## src/rtl/bprw_pkg.sv

```systemverilog
// Shared types, constants and register codes for the blended pixel read/write block.
// Used by every module under rtl/ except bprw_bank_ram; depends on nothing else.
`timescale 1ns / 1ps

package bprw_pkg;

    // Field widths.
    localparam int BPP_W      = 3;
    localparam int PITCH_W    = 15;
    localparam int MASK_W     = 16;
    localparam int COORD_W    = 12;
    localparam int PIX_W      = 32;
    localparam int ALPHA_W    = 8;
    localparam int WEIGHT_W   = 9;

    // y*pitch + x*bpp fits in 27 bits, and so does address + bpp.
    localparam int ADDR_W     = 27;
    localparam int PROD_W     = COORD_W + PITCH_W;
    localparam int XOFF_W     = COORD_W + BPP_W;

    // A blend lane sum: 16-bit source times alpha plus 16-bit destination times (256 - alpha).
    localparam int LANE_W     = 25;
    localparam int NUM_LANES  = 3;

    // The frame store is split into four byte banks so a pixel at any byte address
    // is read or written in one access.
    localparam int NUM_BANKS  = 4;
    localparam int BANK_SEL_W = 2;

    localparam int CFG_IDX_W  = 3;
    localparam int CFG_DATA_W = 16;

    localparam int IN_TDATA_W  = 64;
    localparam int OUT_TDATA_W = 40;

    localparam int FRAME_BYTES_DEF = 16384;

    localparam logic [BPP_W-1:0]   BPP_RESET   = 3'd4;
    localparam logic [PITCH_W-1:0] PITCH_RESET = 15'd256;
    localparam logic [MASK_W-1:0]  RED_RESET   = 16'hF800;
    localparam logic [MASK_W-1:0]  GREEN_RESET = 16'h07E0;
    localparam logic [MASK_W-1:0]  BLUE_RESET  = 16'h001F;

    localparam logic [BPP_W-1:0]    BPP_MIN      = 3'd1;
    localparam logic [BPP_W-1:0]    BPP_ONE      = 3'd1;
    localparam logic [BPP_W-1:0]    BPP_TWO      = 3'd2;
    localparam logic [BPP_W-1:0]    BPP_MAX      = 3'd4;
    localparam logic [ALPHA_W-1:0]  ALPHA_OPAQUE = 8'hFF;
    localparam logic [WEIGHT_W-1:0] BLEND_ONE    = 9'd256;

    localparam logic MODE_READ  = 1'b0;
    localparam logic MODE_WRITE = 1'b1;

    typedef enum logic [CFG_IDX_W-1:0] {
        CFG_BPP   = 3'd0,
        CFG_PITCH = 3'd1,
        CFG_RED   = 3'd2,
        CFG_GREEN = 3'd3,
        CFG_BLUE  = 3'd4
    } cfg_idx_t;

    typedef struct packed {
        logic [BPP_W-1:0]   bpp;
        logic [PITCH_W-1:0] pitch;
        logic [MASK_W-1:0]  red_mask;
        logic [MASK_W-1:0]  green_mask;
        logic [MASK_W-1:0]  blue_mask;
    } cfg_t;

    // Sequencer controls handed to the address unit.
    typedef struct packed {
        logic mul_en;
        logic sum_en;
    } addr_ctl_t;

    // Address unit status back to the sequencer.
    typedef struct packed {
        logic fmt_ok;
        logic out_of_range;
    } addr_sts_t;

endpackage

```

## src/rtl/bprw_addr_gen.sv

```systemverilog
// Address unit: y*pitch and x*bpp in one stage, their sum in the next, then the range check.
// Depends on bprw_pkg.
`timescale 1ns / 1ps

module bprw_addr_gen #(
    parameter int FRAME_BYTES = bprw_pkg::FRAME_BYTES_DEF
) (
    input  logic                          clk,
    input  bprw_pkg::addr_ctl_t           ctl,
    input  bprw_pkg::cfg_t                cfg,
    input  logic [bprw_pkg::COORD_W-1:0]  x_coord,
    input  logic [bprw_pkg::COORD_W-1:0]  y_coord,
    output logic [bprw_pkg::ADDR_W-1:0]   addr,
    output bprw_pkg::addr_sts_t           sts
);

    localparam logic [bprw_pkg::ADDR_W-1:0] LIMIT = bprw_pkg::ADDR_W'(FRAME_BYTES);

    logic [bprw_pkg::PROD_W-1:0] prod_reg, prod_next;
    logic [bprw_pkg::XOFF_W-1:0] xoff_reg, xoff_next;
    logic [bprw_pkg::ADDR_W-1:0] addr_reg, addr_next;
    logic [bprw_pkg::ADDR_W-1:0] end_addr;

    assign prod_next = bprw_pkg::PROD_W'(y_coord) * bprw_pkg::PROD_W'(cfg.pitch);
    assign xoff_next = bprw_pkg::XOFF_W'(x_coord) * bprw_pkg::XOFF_W'(cfg.bpp);
    assign addr_next = bprw_pkg::ADDR_W'(prod_reg) + bprw_pkg::ADDR_W'(xoff_reg);

    always_ff @(posedge clk)
    begin
        if (ctl.mul_en)
        begin
            prod_reg <= prod_next;
            xoff_reg <= xoff_next;
        end
        if (ctl.sum_en)
        begin
            addr_reg <= addr_next;
        end
    end

    assign end_addr = addr_reg + bprw_pkg::ADDR_W'(cfg.bpp);

    assign addr             = addr_reg;
    assign sts.fmt_ok       = (cfg.bpp >= bprw_pkg::BPP_MIN) && (cfg.bpp <= bprw_pkg::BPP_MAX);
    assign sts.out_of_range = end_addr > LIMIT;

endmodule

```

## config.mk

```make
export PLATFORM = sky130hd
export DESIGN_NAME = bprw_addr_gen
export DESIGN_NICKNAME = d
export VERILOG_FILES = /design/src/rtl/bprw_pkg.sv /design/src/rtl/bprw_addr_gen.sv
export SDC_FILE = /design/constraint.sdc
export NUM_CORES = 1
export LEC_CHECK = 0
export BUFFER_PORTS_ARGS = -buffer_cell sky130_fd_sc_hd__buf_2
export CORE_ASPECT_RATIO = 1.75
export CORE_UTILIZATION = 40
export CTS_CLUSTER_DIAMETER = 200
export DETAILED_ROUTE_END_ITERATION = 10
export GPL_TIMING_DRIVEN = 1
export PLACE_DENSITY = 0.58
export SYNTH_ARGS = -nofsm -noshare
export SYNTH_HDL_FRONTEND = slang
export SYNTH_SLANG_ARGS = --single-unit
```

## constraint.sdc

```tcl
create_clock -name clk -period 5.3 [get_ports clk]
set_input_delay 0 -clock clk [delete_from_list [all_inputs] [get_ports clk]]
set_output_delay 0 -clock clk [all_outputs]
set_load 0.03 [all_outputs]
```

==> impl_metrics.toml <==
[run_status]
status = "completed"

[synth]
ys_types = 62
yosysWarningCount = 0
synth.avg_cell_area_um2 = 9.37
synthArstFlopShare_pct = 0
synth_nets = 1413
syn_inst = 1080
synth_edf_count = 69
syn-cell-area_mm2 = 0.0101
synthFlopType = "edfxtp_1"
yosysSeqAreaShare_pct = 20.5
ys_ff_latch = 69

[layout]
antenna_cells = 0
final_util_pct = 45.2
instances_no_fill = 1460
nets = 1476
drive_gt1_share_pct = 9.93
final_area_mm2 = 0.0112
fillers = 2441
syn_to_final_growth_pct = 10.4

[clock_tree]
clock_latency_ps = 330
cts_setup_buffers = 0
ctsLongestPathBuffers = 2
cts_tree = "done"
clockRootBuffer = "clkbuf_16"
clock-sinks = 69
path_clk_slew_ps = 50
cts_htree_levels = 3
cts_buffers = 9

[drt]
vias = 7296
viasPerCell = 5.00
initialDrtViolationCount = 199
dr.pass1.iters = 4
drc_errors = 0
drt_wl_total_mm = 21.0
wire_per_inst_um = 14.4
antenna_left = 0

[floorplanning]
die_area_mm2 = 0.0260
ios = 122
chipWidth_um = 122
initial_core_util_pct = 40.9
core_mm2 = 0.0247
fp.dieH_um = 212
rows = 76

[setup_path]
arrival_ps = 4880
cp.required_ps = 5370
crit_fanout = 12
endpoint_kind = "flop"
worstReg2RegEnd = "addr[20]"
start_kind = "primary input"
reg2reg_depth = 11
worstSetupStartpoint = "cfg[51]"
rr_startpoint = "prod_reg[0]"
critPathKind = "in2reg"
r2r_slack_ps = 2500

[power]
p_int_mw = 3.31
p_clk_share_pct = 11.0
p_comb_share_pct = 68.7
ir_worst_vdd_mv = 0.253
power_density_mw_per_mm2 = 535
p_seq_share_pct = 20.3
power_leakage_nw = 5.45
p_switching_mw = 2.67
sw_frac_of_total_pct = 44.6

[timing]
layout_min_cycle_time_ps = 4810
tns_ps = 0
max_freq_ghz = 0.208
setup_viol = 0
fin_crit_sh_pct = 90.8
setup_slack_ps = 488
rsz0062_at_grt = "false"
fin_skew_ps = 7.60
drv_slew = 0
worst_slew_pin_slew_ps = 900
hold_viol = 0
slew_headroom_pct = 40.0

[place]
gp_congestion = 0.834
dp_cells = 1443
port_buffers = 73
pre_cts_ws_ps = 92.6
place_area_mm2 = 0.0108
hpwl_mm = 17.9

[min_path]
holdPathEnd = "xoff_reg[1]"
holdPathStages = 3
min_from = "x_coord[1]"
min_path_type = "in2reg"

[global_routing]
gr-usage-all-layers_pct = 17.1
grt_pass1_vias = 7477
grt_first_pass_wirelength_mm = 35.1
grt_max_degree = 43
antenna_found_initial = 0
grt_overflow = 0

[run]
maxCapViolCount = 0
## worst max-delay path by stage
stage / slack [ps] / endpoint
after floorplan: 450 / prod_reg[19]
after global routing: 220 / prod_reg[19]
after detailed placement: 90 / prod_reg[19]
after CTS: 450 / prod_reg[19]
after global placement: 170 / prod_reg[19]
final: 490 / prod_reg[19]
## synthesized netlist by cell type, types with 2 or more instances
cell	number	area [um2]
inv_1	198	743
nand2_1	169	634
fa_1	143	2860
ha_1	97	1210
and2_1	72	450
edfxtp_1	69	2070
xnor2_1	43	377
nor2_1	39	146
a21oi_1	30	150
clkbuf_1	30	113
nand3_1	19	95.1
xor2_1	16	140
and3_1	15	93.8
a21o_1	14	105
nor3_1	12	60.1
o21a_1	9	67.6
a31oi_1	8	50.1
nor2b_1	8	50.1
nand2b_1	7	43.8
o21ai_0	6	30.0
or2_2	6	37.5
nand4_1	5	31.3
a211oi_1	4	30.0
a21boi_0	4	30.0
or3_1	4	25.0
nor4_1	3	18.8
o21ai_1	3	15.0
o21bai_1	3	22.5
o22ai_1	3	18.8
o311a_1	3	30.0
a211oi_2	2	25.0
a21boi_1	2	15.0
a41oi_1	2	17.5
nor3b_1	2	15.0
o211ai_1	2	15.0
o31ai_1	2	15.0
## worst max-delay path, cell delays in order
cell	delay, ps
buf_2	190
and2_1	210
fa_1	530
inv_1	50
fa_1	480
inv_1	60
fa_1	500
fa_1	540
inv_1	50
fa_1	520
inv_1	40
ha_1	340
a21o_1	170
a21oi_1	170
o31ai_2	110
a21oi_1	220
o21ba_2	180
o21ai_1	90
o41ai_1	310
xnor2_1	110
## repair_timing
action / in CTS / in global routing
hold buffers: 1 / 0
hold endpoints to repair: 1 / 0
gates resized for setup: 0 / 0
endpoints found under the setup margin: 0 / 0
## logic make-up (layout without fill, tap and decap cells)
kind of cell | count (synthesis) | count (layout) | synth area share (%)
xor+xnor | 59 | 59 | 5.11
buf+inv | 229 | 297 | 8.49
mux | 2 | 2 | 0.210
simple gates | 369 | 369 | 17.6
flops | 69 | 69 | 20.5
fa+ha+maj | 240 | 240 | 40.3
compound gates | 112 | 112 | 7.79
## routing by layer
metal / vias up / part of all wire (%) / track usage [%]
li1: 3564 / - / -
met1: 3615 / 40 / 19.3
met2: 103 / 57 / 33.8
met3: 14 / 2.2 / 1.21
met4: 0 / 1.2 / 4.04
met5: - / 0 / 0
## power by group through the flow
stage | Clock (mW) | Combinational, mW | Sequential, mW
finish | 0.659 | 4.10 | 1.21
global route | 0.695 | 4.71 | 1.24
CTS | 0.675 | 4.18 | 1.22
detailed placement | 0 | 4.15 | 1.22
global placement | 0 | 4.09 | 1.22
floorplan | 0 | 3.13 | 1.36
## final cells by class
type	count	area, um2	share of cell area [%]
clock inverters	7	114	1.02
multi-input cells	782	7190	64.3
inverters	198	743	6.65
well taps	312	390	3.49
repair buffers	83	443	3.96
flip-flops and latches	69	2070	18.5
clock buffers	9	225	2.02
## cell usage in the layout (no fill, tap or decap), types with 4 or more instances in the layout
| master | synthesis | routed |
|---|---|---|
| inv_1 | 198 | 198 |
| nand2_1 | 169 | 169 |
| fa_1 | 143 | 143 |
| ha_1 | 97 | 97 |
| buf_2 | 0 | 73 |
| and2_1 | 72 | 72 |
| edfxtp_1 | 69 | 69 |
| xnor2_1 | 43 | 43 |
| nor2_1 | 39 | 39 |
| a21oi_1 | 30 | 30 |
| nand3_1 | 19 | 19 |
| xor2_1 | 16 | 16 |
| and3_1 | 15 | 15 |
| a21o_1 | 14 | 14 |
| nor3_1 | 12 | 12 |
| o21a_1 | 9 | 9 |
| clkbuf_16 | 0 | 9 |
| buf_4 | 0 | 9 |
| a31oi_1 | 8 | 8 |
| nor2b_1 | 8 | 8 |
| nand2b_1 | 7 | 7 |
| o21ai_0 | 6 | 6 |
| or2_2 | 6 | 6 |
| nand4_1 | 5 | 5 |
| a211oi_1 | 4 | 4 |
| a21boi_0 | 4 | 4 |
| or3_1 | 4 | 4 |
## stage by stage
step                      total power [mW]  hold WS (ps)
final                                 5.98           159
after global routing                  6.64           171
after CTS                             6.07           145
after detailed placement              5.38           339
after global placement                5.31           350
after floorplan                       4.48           112
Power figures use the tool's default switching activity.
