File: src/rtl/bprw_pkg.sv
// Shared types, constants and register codes for the blended pixel read/write block.
// Used by every module under rtl/ except bprw_bank_ram; depends on nothing else.
`timescale 1ns / 1ps

package bprw_pkg;

    // Field widths.
    localparam int BPP_W      = 3;
    localparam int PITCH_W    = 15;
    localparam int MASK_W     = 16;
    localparam int COORD_W    = 12;
    localparam int PIX_W      = 32;
    localparam int ALPHA_W    = 8;
    localparam int WEIGHT_W   = 9;

    // y*pitch + x*bpp fits in 27 bits, and so does address + bpp.
    localparam int ADDR_W     = 27;
    localparam int PROD_W     = COORD_W + PITCH_W;
    localparam int XOFF_W     = COORD_W + BPP_W;

    // A blend lane sum: 16-bit source times alpha plus 16-bit destination times (256 - alpha).
    localparam int LANE_W     = 25;
    localparam int NUM_LANES  = 3;

    // The frame store is split into four byte banks so a pixel at any byte address
    // is read or written in one access.
    localparam int NUM_BANKS  = 4;
    localparam int BANK_SEL_W = 2;

    localparam int CFG_IDX_W  = 3;
    localparam int CFG_DATA_W = 16;

    localparam int IN_TDATA_W  = 64;
    localparam int OUT_TDATA_W = 40;

    localparam int FRAME_BYTES_DEF = 16384;

    localparam logic [BPP_W-1:0]   BPP_RESET   = 3'd4;
    localparam logic [PITCH_W-1:0] PITCH_RESET = 15'd256;
    localparam logic [MASK_W-1:0]  RED_RESET   = 16'hF800;
    localparam logic [MASK_W-1:0]  GREEN_RESET = 16'h07E0;
    localparam logic [MASK_W-1:0]  BLUE_RESET  = 16'h001F;

    localparam logic [BPP_W-1:0]    BPP_MIN      = 3'd1;
    localparam logic [BPP_W-1:0]    BPP_ONE      = 3'd1;
    localparam logic [BPP_W-1:0]    BPP_TWO      = 3'd2;
    localparam logic [BPP_W-1:0]    BPP_MAX      = 3'd4;
    localparam logic [ALPHA_W-1:0]  ALPHA_OPAQUE = 8'hFF;
    localparam logic [WEIGHT_W-1:0] BLEND_ONE    = 9'd256;

    localparam logic MODE_READ  = 1'b0;
    localparam logic MODE_WRITE = 1'b1;

    typedef enum logic [CFG_IDX_W-1:0] {
        CFG_BPP   = 3'd0,
        CFG_PITCH = 3'd1,
        CFG_RED   = 3'd2,
        CFG_GREEN = 3'd3,
        CFG_BLUE  = 3'd4
    } cfg_idx_t;

    typedef struct packed {
        logic [BPP_W-1:0]   bpp;
        logic [PITCH_W-1:0] pitch;
        logic [MASK_W-1:0]  red_mask;
        logic [MASK_W-1:0]  green_mask;
        logic [MASK_W-1:0]  blue_mask;
    } cfg_t;

    // Sequencer controls handed to the address unit.
    typedef struct packed {
        logic mul_en;
        logic sum_en;
    } addr_ctl_t;

    // Address unit status back to the sequencer.
    typedef struct packed {
        logic fmt_ok;
        logic out_of_range;
    } addr_sts_t;

endpackage

File: src/rtl/bprw_blend_lane.sv
// One color lane of the blender: registers src*alpha + dst*(256 - alpha).
// Depends on bprw_pkg.
`timescale 1ns / 1ps

module bprw_blend_lane (
    input  logic                          clk,
    input  logic                          en,
    input  logic [bprw_pkg::MASK_W-1:0]   src,
    input  logic [bprw_pkg::MASK_W-1:0]   dst,
    input  logic [bprw_pkg::ALPHA_W-1:0]  alpha,
    output logic [bprw_pkg::LANE_W-1:0]   sum
);

    logic [bprw_pkg::WEIGHT_W-1:0] weight;
    logic [bprw_pkg::LANE_W-1:0]   sum_reg, sum_next;

    assign weight   = bprw_pkg::BLEND_ONE - bprw_pkg::WEIGHT_W'(alpha);
    assign sum_next = bprw_pkg::LANE_W'(src) * bprw_pkg::LANE_W'(alpha)
                    + bprw_pkg::LANE_W'(dst) * bprw_pkg::LANE_W'(weight);

    always_ff @(posedge clk)
    begin
        if (en)
        begin
            sum_reg <= sum_next;
        end
    end

    assign sum = sum_reg;

endmodule

File: config.mk
export PLATFORM = sky130hd
export DESIGN_NAME = bprw_blend_lane
export DESIGN_NICKNAME = d
export VERILOG_FILES = /design/src/rtl/bprw_pkg.sv /design/src/rtl/bprw_blend_lane.sv
export SDC_FILE = /design/constraint.sdc
export NUM_CORES = 1
export LEC_CHECK = 0
export BUFFER_PORTS_ARGS = -buffer_cell sky130_fd_sc_hd__buf_2
export CORE_MARGIN = 2
export CORE_UTILIZATION = 30
export CTS_CLUSTER_SIZE = 8
export DETAILED_ROUTE_END_ITERATION = 6
export GPL_ROUTABILITY_DRIVEN = 0
export SYNTH_ARGS = -nofsm -noshare
export SYNTH_HDL_FRONTEND = slang
export SYNTH_SLANG_ARGS = --single-unit
File: constraint.sdc
create_clock -name clk -period 15.4 [get_ports clk]
set_input_delay 2.31 -clock clk [delete_from_list [all_inputs] [get_ports clk]]
set_output_delay 2.31 -clock clk [all_outputs]
set_load 0.01 [all_outputs]
==> flow_results.xml, run 1 <==
<?xml version="1.0" encoding="UTF-8"?>
<metrics>
  <group name="placement">
    <metric name="placement.cell_area" unit="um2">10300</metric>
    <metric name="portBuffers" unit="">66</metric>
    <metric name="number_of_placed_instances_with_taps_included" unit="">1484</metric>
    <metric name="detailed_place_hpwl" unit="um">18200</metric>
  </group>
  <group name="synthesis">
    <metric name="synth.largest_area_cell" unit="">sky130_fd_sc_hd__fa_1</metric>
    <metric name="dominantRegCellSynth" unit="">sky130_fd_sc_hd__edfxtp_1</metric>
    <metric name="post_synth.cell_area_avg" unit="um2">9.07</metric>
    <metric name="yosys_warnings" unit="">0</metric>
    <metric name="postSynthNetCount" unit="">1401</metric>
    <metric name="synthesis.instances" unit="">1060</metric>
    <metric name="asyncSetResetFlopFracSynth" unit="%">0</metric>
    <metric name="synth_seq_cells" unit="">25</metric>
    <metric name="synth_area_leaders" unit="">sky130_fd_sc_hd__fa_1 46%, sky130_fd_sc_hd__inv_1 11%, sky130_fd_sc_hd__ha_1 9.9%</metric>
    <metric name="synth.cell_area" unit="um2">9610</metric>
    <metric name="synth.top_cell.area_share" unit="%">46.4</metric>
    <metric name="synth-edff-count" unit="">25</metric>
    <metric name="synth_seq_area_share" unit="%">7.81</metric>
    <metric name="count_of_different_cell_masters_after_synthesis" unit="">47</metric>
  </group>
  <group name="clock_network">
    <metric name="clk_path_buf_depth" unit="">2</metric>
    <metric name="clk_pin_slew" unit="ns">0.07</metric>
    <metric name="post_cts_hold_buffer_count" unit="">0</metric>
    <metric name="clk_root_buf" unit="">sky130_fd_sc_hd__clkbuf_16</metric>
    <metric name="cts_buffers" unit="">3</metric>
    <metric name="cts_tree" unit="">yes</metric>
    <metric name="cts-resized-gates" unit="">0</metric>
    <metric name="htreeDepth" unit="">1</metric>
    <metric name="clkSinkCount" unit="">25</metric>
    <metric name="setup_fix_bufs_post_cts" unit="">0</metric>
  </group>
  <group name="critical_path">
    <metric name="worstPathMaxFanout" unit="">35</metric>
    <metric name="crit_arrival" unit="ns">9.40</metric>
    <metric name="endpoint_kind" unit="">flop</metric>
    <metric name="setup.worst_path.start_class" unit="">input pin</metric>
    <metric name="cp_data_required_time" unit="ns">15.42</metric>
    <metric name="crit_type" unit="">input pin to flop</metric>
  </group>
  <group name="drt">
    <metric name="via_per_inst" unit="">4.58</metric>
    <metric name="drtPass1Iterations" unit="">5</metric>
    <metric name="final_antenna_net_count" unit="">0</metric>
    <metric name="route.vias.total" unit="">6813</metric>
    <metric name="remaining_drc_errors" unit="">0</metric>
    <metric name="dr_iter_0_viols" unit="">333</metric>
    <metric name="detail_route.wirelength" unit="um">21100</metric>
    <metric name="wl_per_cell" unit="um">14.2</metric>
  </group>
  <group name="sta">
    <metric name="final_tns_setup" unit="ns">0</metric>
    <metric name="final.min_clock_period" unit="ns">9.38</metric>
    <metric name="finalCritPeriodShare" unit="%">60.9</metric>
    <metric name="final-max-slew-violation-count" unit="">0</metric>
    <metric name="timing.fmax" unit="MHz">107</metric>
    <metric name="worst_slew_pin_slew" unit="ns">1.33</metric>
    <metric name="rsz_0062_raised_after_global_routing" unit="">false</metric>
    <metric name="final_hold_viol_count" unit="">0</metric>
    <metric name="setup_viol_count_final" unit="">0</metric>
    <metric name="relSlewSlack" unit="%">11.0</metric>
  </group>
  <group name="floorplan">
    <metric name="fp-row-count" unit="">65</metric>
    <metric name="floorplan.initialDensity" unit="%">30.5</metric>
    <metric name="top_level_ports" unit="">67</metric>
    <metric name="die-width" unit="um">183</metric>
    <metric name="die_y" unit="um">183</metric>
    <metric name="core-area" unit="um2">31600</metric>
    <metric name="die_area" unit="um2">33500</metric>
  </group>
  <group name="worst_hold_path">
    <metric name="whs_path_depth" unit="">1</metric>
    <metric name="startpoint_of_the_most_critical_hold_path" unit="">en</metric>
    <metric name="hold_path.class" unit="">input pin to flop</metric>
    <metric name="min_delay_worst_endpoint" unit="">sum[20]</metric>
  </group>
  <group name="final_layout">
    <metric name="num-nets-final" unit="">1428</metric>
    <metric name="finalCoreUtilization" unit="%">32.9</metric>
    <metric name="post-route-cell-area" unit="um2">10400</metric>
    <metric name="stdcell_count" unit="">1489</metric>
    <metric name="largest_reg_flops" unit="">25</metric>
    <metric name="drive_above_1_share" unit="%">8.01</metric>
    <metric name="layout-area-overhead-vs-synth" unit="%">8.08</metric>
  </group>
  <group name="global_route">
    <metric name="number_of_global_route_vias_before_repair" unit="">6925</metric>
    <metric name="overflow" unit="">0</metric>
    <metric name="grt.total_usage" unit="%">13.4</metric>
    <metric name="grt_antenna_before_repair" unit="">0</metric>
    <metric name="first_pass_grt_wire_length" unit="um">35600</metric>
    <metric name="grt_max_degree" unit="">36</metric>
  </group>
  <group name="job">
    <metric name="cap_violations" unit="">0</metric>
  </group>
  <group name="run_status">
    <metric name="status" unit="">complete, no violations</metric>
  </group>
</metrics>
-- cell usage in the layout (no fill, tap or decap), types with 2 or more instances in the layout --
master and n:
sky130_fd_sc_hd__a21oi_1 17, sky130_fd_sc_hd__nor3_1 4, sky130_fd_sc_hd__nor2_2 2, sky130_fd_sc_hd__buf_2 66, sky130_fd_sc_hd__ha_1 76, sky130_fd_sc_hd__a21o_1 10
sky130_fd_sc_hd__a31oi_1 2, sky130_fd_sc_hd__clkbuf_16 3, sky130_fd_sc_hd__buf_4 4, sky130_fd_sc_hd__nand4_1 2, sky130_fd_sc_hd__nand3_1 3, sky130_fd_sc_hd__inv_1 275
sky130_fd_sc_hd__xnor2_1 15, sky130_fd_sc_hd__fa_1 223, sky130_fd_sc_hd__and2_1 97, sky130_fd_sc_hd__xor2_1 11, sky130_fd_sc_hd__nand2_1 196, sky130_fd_sc_hd__nor2_1 12
sky130_fd_sc_hd__o21ai_0 7, sky130_fd_sc_hd__o21a_1 3, sky130_fd_sc_hd__edfxtp_1 25, sky130_fd_sc_hd__o21ai_1 4, sky130_fd_sc_hd__xnor2_2 2, sky130_fd_sc_hd__and3_1 2
-- area by class of cell --
type                            instances  area [um2]
Antenna cell                            1        2.50
Clock buffer                            4        78.8
Fill cell                            3354       21200
Inverter                              275        1030
Multi-Input combinational cell        712        7660
Sequential cell                        25         751
Tap cell                              402         503
Timing Repair Buffer                   70         360
-- logic make-up (layout without fill, tap and decap cells) --
logic type,count (synthesis),after routing,synth area share [%]
AOI/OAI and AO/OA,59,59,4.60
xor gates and xnor gates,28,28,2.55
adders and majority gates,299,299,56.3
buffers and inverters,323,349,12.6
DFF,25,25,7.81
muxes,1,1,0.104
other,0,1,0
and+or+nand+nor,325,325,16.0
-- per-layer routing --
metal	track usage [%]	vias up	share of wire (%)
li1	-	3126	-
met4	2.30	0	1.9
met1	18.7	3493	44
met3	1.75	26	5.0
met5	0	-	0
met2	22.4	168	49
-- how the worst max path moves through the flow --
stage	endpoint	from	cells past startpoint
6_report	sum[24]	alpha[0]	23
5_1_grt	sum[24]	alpha[0]	23
4_1_cts	sum[24]	alpha[0]	23
3_5_place_dp	sum[24]	alpha[0]	23
3_3_place_gp	sum[24]	alpha[0]	23
2_1_floorplan	sum[24]	alpha[1]	25
-- worst max-delay path: stages --
cell and delay (ns):
sky130_fd_sc_hd__buf_2 0.54, sky130_fd_sc_hd__inv_1 0.10, sky130_fd_sc_hd__ha_1 0.29, sky130_fd_sc_hd__nand2_1 0.09, sky130_fd_sc_hd__xor2_1 1.02, sky130_fd_sc_hd__nand2_1 0.19, sky130_fd_sc_hd__fa_1 0.55, sky130_fd_sc_hd__inv_1 0.05
sky130_fd_sc_hd__fa_1 0.56, sky130_fd_sc_hd__fa_1 0.46, sky130_fd_sc_hd__fa_1 0.48, sky130_fd_sc_hd__fa_1 0.50, sky130_fd_sc_hd__inv_1 0.05, sky130_fd_sc_hd__fa_1 0.47, sky130_fd_sc_hd__inv_1 0.04, sky130_fd_sc_hd__ha_1 0.39
sky130_fd_sc_hd__nand2_1 0.15, sky130_fd_sc_hd__or3b_1 0.36, sky130_fd_sc_hd__o21ai_0 0.10, sky130_fd_sc_hd__nor2_2 0.12, sky130_fd_sc_hd__o21ai_4 0.20, sky130_fd_sc_hd__nor3_1 0.07, sky130_fd_sc_hd__a211o_1 0.27
-- per-stage QoR --
step / worst slack (ns) / hold slack, ns
2_1_floorplan: 6.78 / 2.42
3_5_place_dp: 5.78 / 2.72
3_3_place_gp: 6.06 / 2.72
6_report: 6.02 / 2.59
5_1_grt: 5.66 / 2.61
4_1_cts: 6.09 / 2.58
-- synth_stat cells (3+ instances only) --
library cell,n
sky130_fd_sc_hd__inv_1,275
sky130_fd_sc_hd__fa_1,223
sky130_fd_sc_hd__nand2_1,196
sky130_fd_sc_hd__and2_1,97
sky130_fd_sc_hd__ha_1,76
sky130_fd_sc_hd__clkbuf_1,31
sky130_fd_sc_hd__edfxtp_1,25
sky130_fd_sc_hd__a21oi_1,17
sky130_fd_sc_hd__xnor2_1,17
sky130_fd_sc_hd__buf_1,15
sky130_fd_sc_hd__nor2_1,12
sky130_fd_sc_hd__xor2_1,11
sky130_fd_sc_hd__a21o_1,10
sky130_fd_sc_hd__o21ai_0,7
sky130_fd_sc_hd__nor3_1,4
sky130_fd_sc_hd__o21ai_1,4
sky130_fd_sc_hd__nand3_1,3
sky130_fd_sc_hd__o21a_1,3
Power of run 1 is not shown: default switching activity piles up to over one toggle a cycle in this logic, so the estimate is an artifact.
==> run 2: changes to the inputs <==
==> constraint.sdc (replaced) <==
create_clock -name clk -period 8.88 [get_ports clk]
set_input_delay 1.332 -clock clk [delete_from_list [all_inputs] [get_ports clk]]
set_output_delay 1.332 -clock clk [all_outputs]
set_load 0.01 [all_outputs]
==> run 2 against run 1 <==
  * Sequential share of layout area barely moved
  * Non-clock buffer count rose by 4
  * Wire length rose by 0.49%
  * Highest routed layer unchanged
  * Die area did not move
  * Critical path depth fell by 1
  * First-iteration DRC count fell by 24%
  * Via count fell by 0.79%
  * Utilization barely moved
==> flow_results.xml, run 2 (synthesis gave the netlist of run 1 again) <==
<?xml version="1.0" encoding="UTF-8"?>
<metrics>
  <group name="final_layout">
    <metric name="drive_above_1_share" unit="%">8.17</metric>
    <metric name="largest_reg_flops" unit="">25</metric>
    <metric name="final_common_cell" unit="">sky130_fd_sc_hd__inv_1</metric>
    <metric name="layout.cells.most_common_list" unit="">275 x sky130_fd_sc_hd__inv_1, 223 x sky130_fd_sc_hd__fa_1, 196 x sky130_fd_sc_hd__nand2_1</metric>
    <metric name="num-nets-final" unit="">1432</metric>
    <metric name="layout-area-overhead-vs-synth" unit="%">8.21</metric>
    <metric name="antenna_cells" unit="">0</metric>
  </group>
  <group name="drt">
    <metric name="drtPass1Iterations" unit="">4</metric>
    <metric name="route.vias.total" unit="">6759</metric>
    <metric name="dr_iter_0_viols" unit="">252</metric>
    <metric name="detail_route.wirelength" unit="um">21300</metric>
    <metric name="via_per_inst" unit="">4.53</metric>
    <metric name="remaining_drc_errors" unit="">0</metric>
    <metric name="wl_per_cell" unit="um">14.2</metric>
    <metric name="final_antenna_net_count" unit="">0</metric>
  </group>
  <group name="floorplan">
    <metric name="die-width" unit="um">183</metric>
    <metric name="top_level_ports" unit="">67</metric>
    <metric name="die_y" unit="um">183</metric>
    <metric name="fp-row-count" unit="">65</metric>
    <metric name="die_area" unit="um2">33500</metric>
    <metric name="core-area" unit="um2">31600</metric>
    <metric name="floorplan.initialDensity" unit="%">30.5</metric>
  </group>
  <group name="global_route">
    <metric name="first_pass_grt_wire_length" unit="um">35600</metric>
    <metric name="grt_max_degree" unit="">35</metric>
    <metric name="number_of_global_route_vias_before_repair" unit="">7011</metric>
    <metric name="grt_antenna_before_repair" unit="">0</metric>
    <metric name="overflow" unit="">0</metric>
    <metric name="grt.total_usage" unit="%">13.3</metric>
  </group>
  <group name="clock_network">
    <metric name="clk_path_buf_depth" unit="">2</metric>
    <metric name="clk_root_buf" unit="">sky130_fd_sc_hd__clkbuf_16</metric>
    <metric name="setup_fix_bufs_post_cts" unit="">0</metric>
    <metric name="cts_buffers" unit="">3</metric>
    <metric name="cts_tree" unit="">yes</metric>
    <metric name="htreeDepth" unit="">1</metric>
    <metric name="post_cts_hold_buffer_count" unit="">0</metric>
    <metric name="clkSinkCount" unit="">25</metric>
    <metric name="clk_pin_slew" unit="ns">0.06</metric>
    <metric name="cts-resized-gates" unit="">0</metric>
  </group>
  <group name="sta">
    <metric name="final_tns_setup" unit="ns">0</metric>
    <metric name="setup_viol_count_final" unit="">0</metric>
    <metric name="timing.fmax" unit="MHz">125</metric>
    <metric name="worst_slew_pin_slew" unit="ns">1.24</metric>
    <metric name="relSlewSlack" unit="%">16.8</metric>
    <metric name="final_hold_viol_count" unit="">0</metric>
    <metric name="final-max-slew-violation-count" unit="">0</metric>
    <metric name="rsz_0062_raised_after_global_routing" unit="">false</metric>
    <metric name="final.min_clock_period" unit="ns">7.97</metric>
    <metric name="finalCritPeriodShare" unit="%">89.8</metric>
  </group>
  <group name="run_status">
    <metric name="status" unit="">complete, no violations</metric>
  </group>
  <group name="critical_path">
    <metric name="crit_arrival" unit="ns">7.99</metric>
    <metric name="cp_data_required_time" unit="ns">8.90</metric>
    <metric name="setup.worst_path.start_class" unit="">input pin</metric>
    <metric name="endpoint_kind" unit="">flop</metric>
    <metric name="worstPathMaxFanout" unit="">19</metric>
    <metric name="crit_type" unit="">input pin to flop</metric>
  </group>
  <group name="placement">
    <metric name="detailed_place_hpwl" unit="um">18500</metric>
    <metric name="portBuffers" unit="">66</metric>
  </group>
  <group name="job">
    <metric name="cap_violations" unit="">0</metric>
  </group>
  <group name="worst_hold_path">
    <metric name="hold_path.class" unit="">input pin to flop</metric>
  </group>
</metrics>
-- run 2: cell types whose count changed in the layout (fill, tap and decap cells not counted), sizes merged --
cell,change
buf,+4
diode,-1
-- run 2: per-layer routing --
| layer | global-route usage [%] | up-vias | part of all wire (%) |
|---|---|---|---|
| met4 | 2.78 | 0 | 2.0 |
| li1 | - | 3129 | - |
| met2 | 22.8 | 150 | 50 |
| met1 | 18.2 | 3458 | 44 |
| met3 | 1.71 | 22 | 3.9 |
| met5 | 0 | - | 0 |
-- run 2: final cells by class --
cell class | count | area (um2)
clock buffers | 4 | 78.8
fillers | 3336 | 21200
inverters | 275 | 1030
multi-input cells | 712 | 7650
flip-flops and latches | 25 | 751
well taps | 402 | 503
repair buffers | 74 | 390
-- run 2: stage by stage --
step	util (%)	area (um2)	instances	worst slack [ns]	hold slack, ns
floorplan	-	9610	1060	1.24	1.44
global route	33.0	10400	1492	0.428	1.65
detailed placement	32.7	10300	1488	0.667	1.74
finish	33.0	10400	1492	0.905	1.62
global placement	32.7	10300	1488	0.930	1.75
CTS	33.0	10400	1492	0.949	1.61
-- run 2: critical path, stage by stage --
cell and delay (ns):
sky130_fd_sc_hd__buf_2 0.35, sky130_fd_sc_hd__nor3_1 0.15, sky130_fd_sc_hd__nor3b_1 0.18, sky130_fd_sc_hd__xnor2_1 0.98
sky130_fd_sc_hd__nand2_1 0.19, sky130_fd_sc_hd__fa_1 0.54, sky130_fd_sc_hd__inv_1 0.06, sky130_fd_sc_hd__fa_1 0.55
sky130_fd_sc_hd__fa_1 0.43, sky130_fd_sc_hd__fa_1 0.49, sky130_fd_sc_hd__fa_1 0.50, sky130_fd_sc_hd__inv_1 0.05
sky130_fd_sc_hd__fa_1 0.47, sky130_fd_sc_hd__inv_1 0.04, sky130_fd_sc_hd__ha_1 0.36, sky130_fd_sc_hd__nand2_1 0.16
sky130_fd_sc_hd__or3b_1 0.40, sky130_fd_sc_hd__o21ai_0 0.11, sky130_fd_sc_hd__nor2_2 0.13, sky130_fd_sc_hd__o21ai_4 0.20
sky130_fd_sc_hd__nor3_1 0.07, sky130_fd_sc_hd__a211o_1 0.26
-- run 2: final timing paths --
check  startpoint       to  slack (ns)  cells past startpoint
max      alpha[1]  sum[24]        0.91                     22
min            en  sum[20]        1.62                      1
Power of run 2 is left out for the same reason.
==> run 3: changes to the inputs <==
--- a/config.mk
+++ b/config.mk
@@ -6,11 +6,11 @@
 export NUM_CORES = 1
 export LEC_CHECK = 0
 export BUFFER_PORTS_ARGS = -buffer_cell sky130_fd_sc_hd__buf_2
-export CORE_MARGIN = 2
 export CORE_UTILIZATION = 30
 export CTS_CLUSTER_SIZE = 8
 export DETAILED_ROUTE_END_ITERATION = 6
 export GPL_ROUTABILITY_DRIVEN = 0
+export SKIP_LAST_GASP = 1
 export SYNTH_ARGS = -nofsm -noshare
 export SYNTH_HDL_FRONTEND = slang
 export SYNTH_SLANG_ARGS = --single-unit
==> run 3 against run 2 <==
  * Utilization stayed put
  * Via count is 1.2% higher
  * Maximum frequency is 6.8% higher
  * Global-route usage is 0.41 points higher
  * Die area is 2.2% lower
  * Cell count stayed put
  * First-iteration DRC count is 18% higher
  * Hold slack worse by 0.018 ns
  * Sequential cell count stayed put
  * Critical path type unchanged
  * Critical endpoint unchanged
==> flow_results.xml, run 3 (synthesis gave the netlist of run 1 again) <==
<?xml version="1.0" encoding="UTF-8"?>
<metrics>
  <group name="sta">
    <metric name="final.min_clock_period" unit="ns">7.47</metric>
    <metric name="final-max-slew-violation-count" unit="">0</metric>
    <metric name="final_tns_setup" unit="ns">0</metric>
    <metric name="timing.fmax" unit="MHz">134</metric>
    <metric name="worst_slew_pin_slew" unit="ns">0.621</metric>
    <metric name="rsz_0062_raised_after_global_routing" unit="">false</metric>
    <metric name="timing.hold.ws" unit="ns">1.60</metric>
    <metric name="final_hold_viol_count" unit="">0</metric>
    <metric name="finalCritPeriodShare" unit="%">84.1</metric>
    <metric name="setup_viol_count_final" unit="">0</metric>
    <metric name="relSlewSlack" unit="%">58.6</metric>
  </group>
  <group name="drt">
    <metric name="dr_iter_0_viols" unit="">298</metric>
    <metric name="via_per_inst" unit="">4.58</metric>
    <metric name="final_antenna_net_count" unit="">0</metric>
    <metric name="route.vias.total" unit="">6839</metric>
    <metric name="wl_per_cell" unit="um">14.2</metric>
    <metric name="drtPass1Iterations" unit="">5</metric>
    <metric name="detail_route.wirelength" unit="um">21100</metric>
    <metric name="remaining_drc_errors" unit="">0</metric>
  </group>
  <group name="floorplan">
    <metric name="die_y" unit="um">181</metric>
    <metric name="die_area" unit="um2">32800</metric>
    <metric name="top_level_ports" unit="">67</metric>
    <metric name="fp-row-count" unit="">65</metric>
    <metric name="floorplan.initialDensity" unit="%">30.5</metric>
    <metric name="core-area" unit="um2">31600</metric>
    <metric name="die-width" unit="um">181</metric>
  </group>
  <group name="clock_network">
    <metric name="cts_buffers" unit="">3</metric>
    <metric name="htreeDepth" unit="">1</metric>
    <metric name="post_cts_hold_buffer_count" unit="">0</metric>
    <metric name="setup_fix_bufs_post_cts" unit="">0</metric>
    <metric name="clk_pin_slew" unit="ns">0.06</metric>
    <metric name="clkSinkCount" unit="">25</metric>
    <metric name="cts-resized-gates" unit="">0</metric>
    <metric name="clk_path_buf_depth" unit="">2</metric>
    <metric name="cts_tree" unit="">yes</metric>
    <metric name="clk_root_buf" unit="">sky130_fd_sc_hd__clkbuf_16</metric>
  </group>
  <group name="critical_path">
    <metric name="worstPathMaxFanout" unit="">19</metric>
    <metric name="endpoint_kind" unit="">flop</metric>
    <metric name="cp_data_required_time" unit="ns">8.89</metric>
    <metric name="setup.worst_path.start_class" unit="">input pin</metric>
    <metric name="crit_type" unit="">input pin to flop</metric>
    <metric name="crit_arrival" unit="ns">7.48</metric>
  </group>
  <group name="placement">
    <metric name="placement.cell_area" unit="um2">10300</metric>
    <metric name="detailed_place_hpwl" unit="um">18300</metric>
    <metric name="portBuffers" unit="">66</metric>
  </group>
  <group name="global_route">
    <metric name="globalRouteMet2Util" unit="%">23.7</metric>
    <metric name="first_pass_grt_wire_length" unit="um">36200</metric>
    <metric name="groute.layer.met3.usage" unit="%">1.65</metric>
    <metric name="overflow" unit="">0</metric>
    <metric name="grt_busiest_layer" unit="">met2</metric>
    <metric name="global_route.usage.met1" unit="%">18.8</metric>
    <metric name="grt.total_usage" unit="%">13.8</metric>
    <metric name="grt_max_degree" unit="">26</metric>
    <metric name="number_of_global_route_vias_before_repair" unit="">7187</metric>
    <metric name="grt_antenna_before_repair" unit="">1</metric>
  </group>
  <group name="final_layout">
    <metric name="layout-area-overhead-vs-synth" unit="%">8.21</metric>
    <metric name="finalCoreUtilization" unit="%">33.0</metric>
    <metric name="final_common_cell" unit="">sky130_fd_sc_hd__inv_1</metric>
    <metric name="antenna_cells" unit="">0</metric>
    <metric name="drive_above_1_share" unit="%">8.17</metric>
    <metric name="largest_reg_flops" unit="">25</metric>
    <metric name="num-nets-final" unit="">1432</metric>
    <metric name="post-route-cell-area" unit="um2">10400</metric>
    <metric name="layout.cells.most_common_list" unit="">275 x sky130_fd_sc_hd__inv_1, 223 x sky130_fd_sc_hd__fa_1, 196 x sky130_fd_sc_hd__nand2_1</metric>
  </group>
  <group name="run_status">
    <metric name="status" unit="">complete, no violations</metric>
  </group>
  <group name="worst_hold_path">
    <metric name="hold_path.class" unit="">input pin to flop</metric>
    <metric name="whs_path_depth" unit="">3</metric>
  </group>
  <group name="job">
    <metric name="cap_violations" unit="">0</metric>
  </group>
</metrics>
-- run 3: cell counts in the layout (fill, tap and decap cells not counted) --
No cell type changed its count.
-- run 3: area by class of cell --
cell class                      count  area (um2)
Clock buffer                        4        78.8
Sequential cell                    25         751
Fill cell                        3348       21200
Timing Repair Buffer               74         390
Multi-Input combinational cell    712        7650
Inverter                          275        1030
Tap cell                          402         503
-- run 3: worst paths after layout --
| check | endpoint | slack (ns) | from |
|---|---|---|---|
| setup / recovery | sum[24] | 1.41 | alpha[1] |
| hold / removal | sum[0] | 1.60 | src[0] |
-- run 3: metrics by stage --
step	setup slack (ns)	std cells
after floorplan	1.24	1060
after global placement	1.28	1488
after detailed placement	1.15	1488
after CTS	1.44	1492
after global routing	1.04	1492
final	1.41	1492
-- run 3: worst max-delay path: stages --
cell and delay [ns]:
sky130_fd_sc_hd__buf_2 0.37, sky130_fd_sc_hd__inv_1 0.09, sky130_fd_sc_hd__ha_1 0.65, sky130_fd_sc_hd__nand2_1 0.15, sky130_fd_sc_hd__fa_1 0.52, sky130_fd_sc_hd__inv_1 0.05
sky130_fd_sc_hd__fa_1 0.48, sky130_fd_sc_hd__fa_1 0.59, sky130_fd_sc_hd__fa_1 0.43, sky130_fd_sc_hd__fa_1 0.53, sky130_fd_sc_hd__inv_1 0.06, sky130_fd_sc_hd__fa_1 0.48
sky130_fd_sc_hd__inv_1 0.04, sky130_fd_sc_hd__ha_1 0.38, sky130_fd_sc_hd__nand2_1 0.16, sky130_fd_sc_hd__or3b_1 0.39, sky130_fd_sc_hd__o21ai_0 0.10, sky130_fd_sc_hd__nor2_2 0.12
sky130_fd_sc_hd__o21ai_4 0.21, sky130_fd_sc_hd__nor3_1 0.08, sky130_fd_sc_hd__a211o_1 0.27
-- run 3: per-layer routing --
layer / wire length, um / vias up
met5: 10 / -
met4: 249 / 2
met3: 940 / 16
met2: 10800 / 164
met1: 9070 / 3527
li1: - / 3130
Power of run 3 is left out for the same reason.
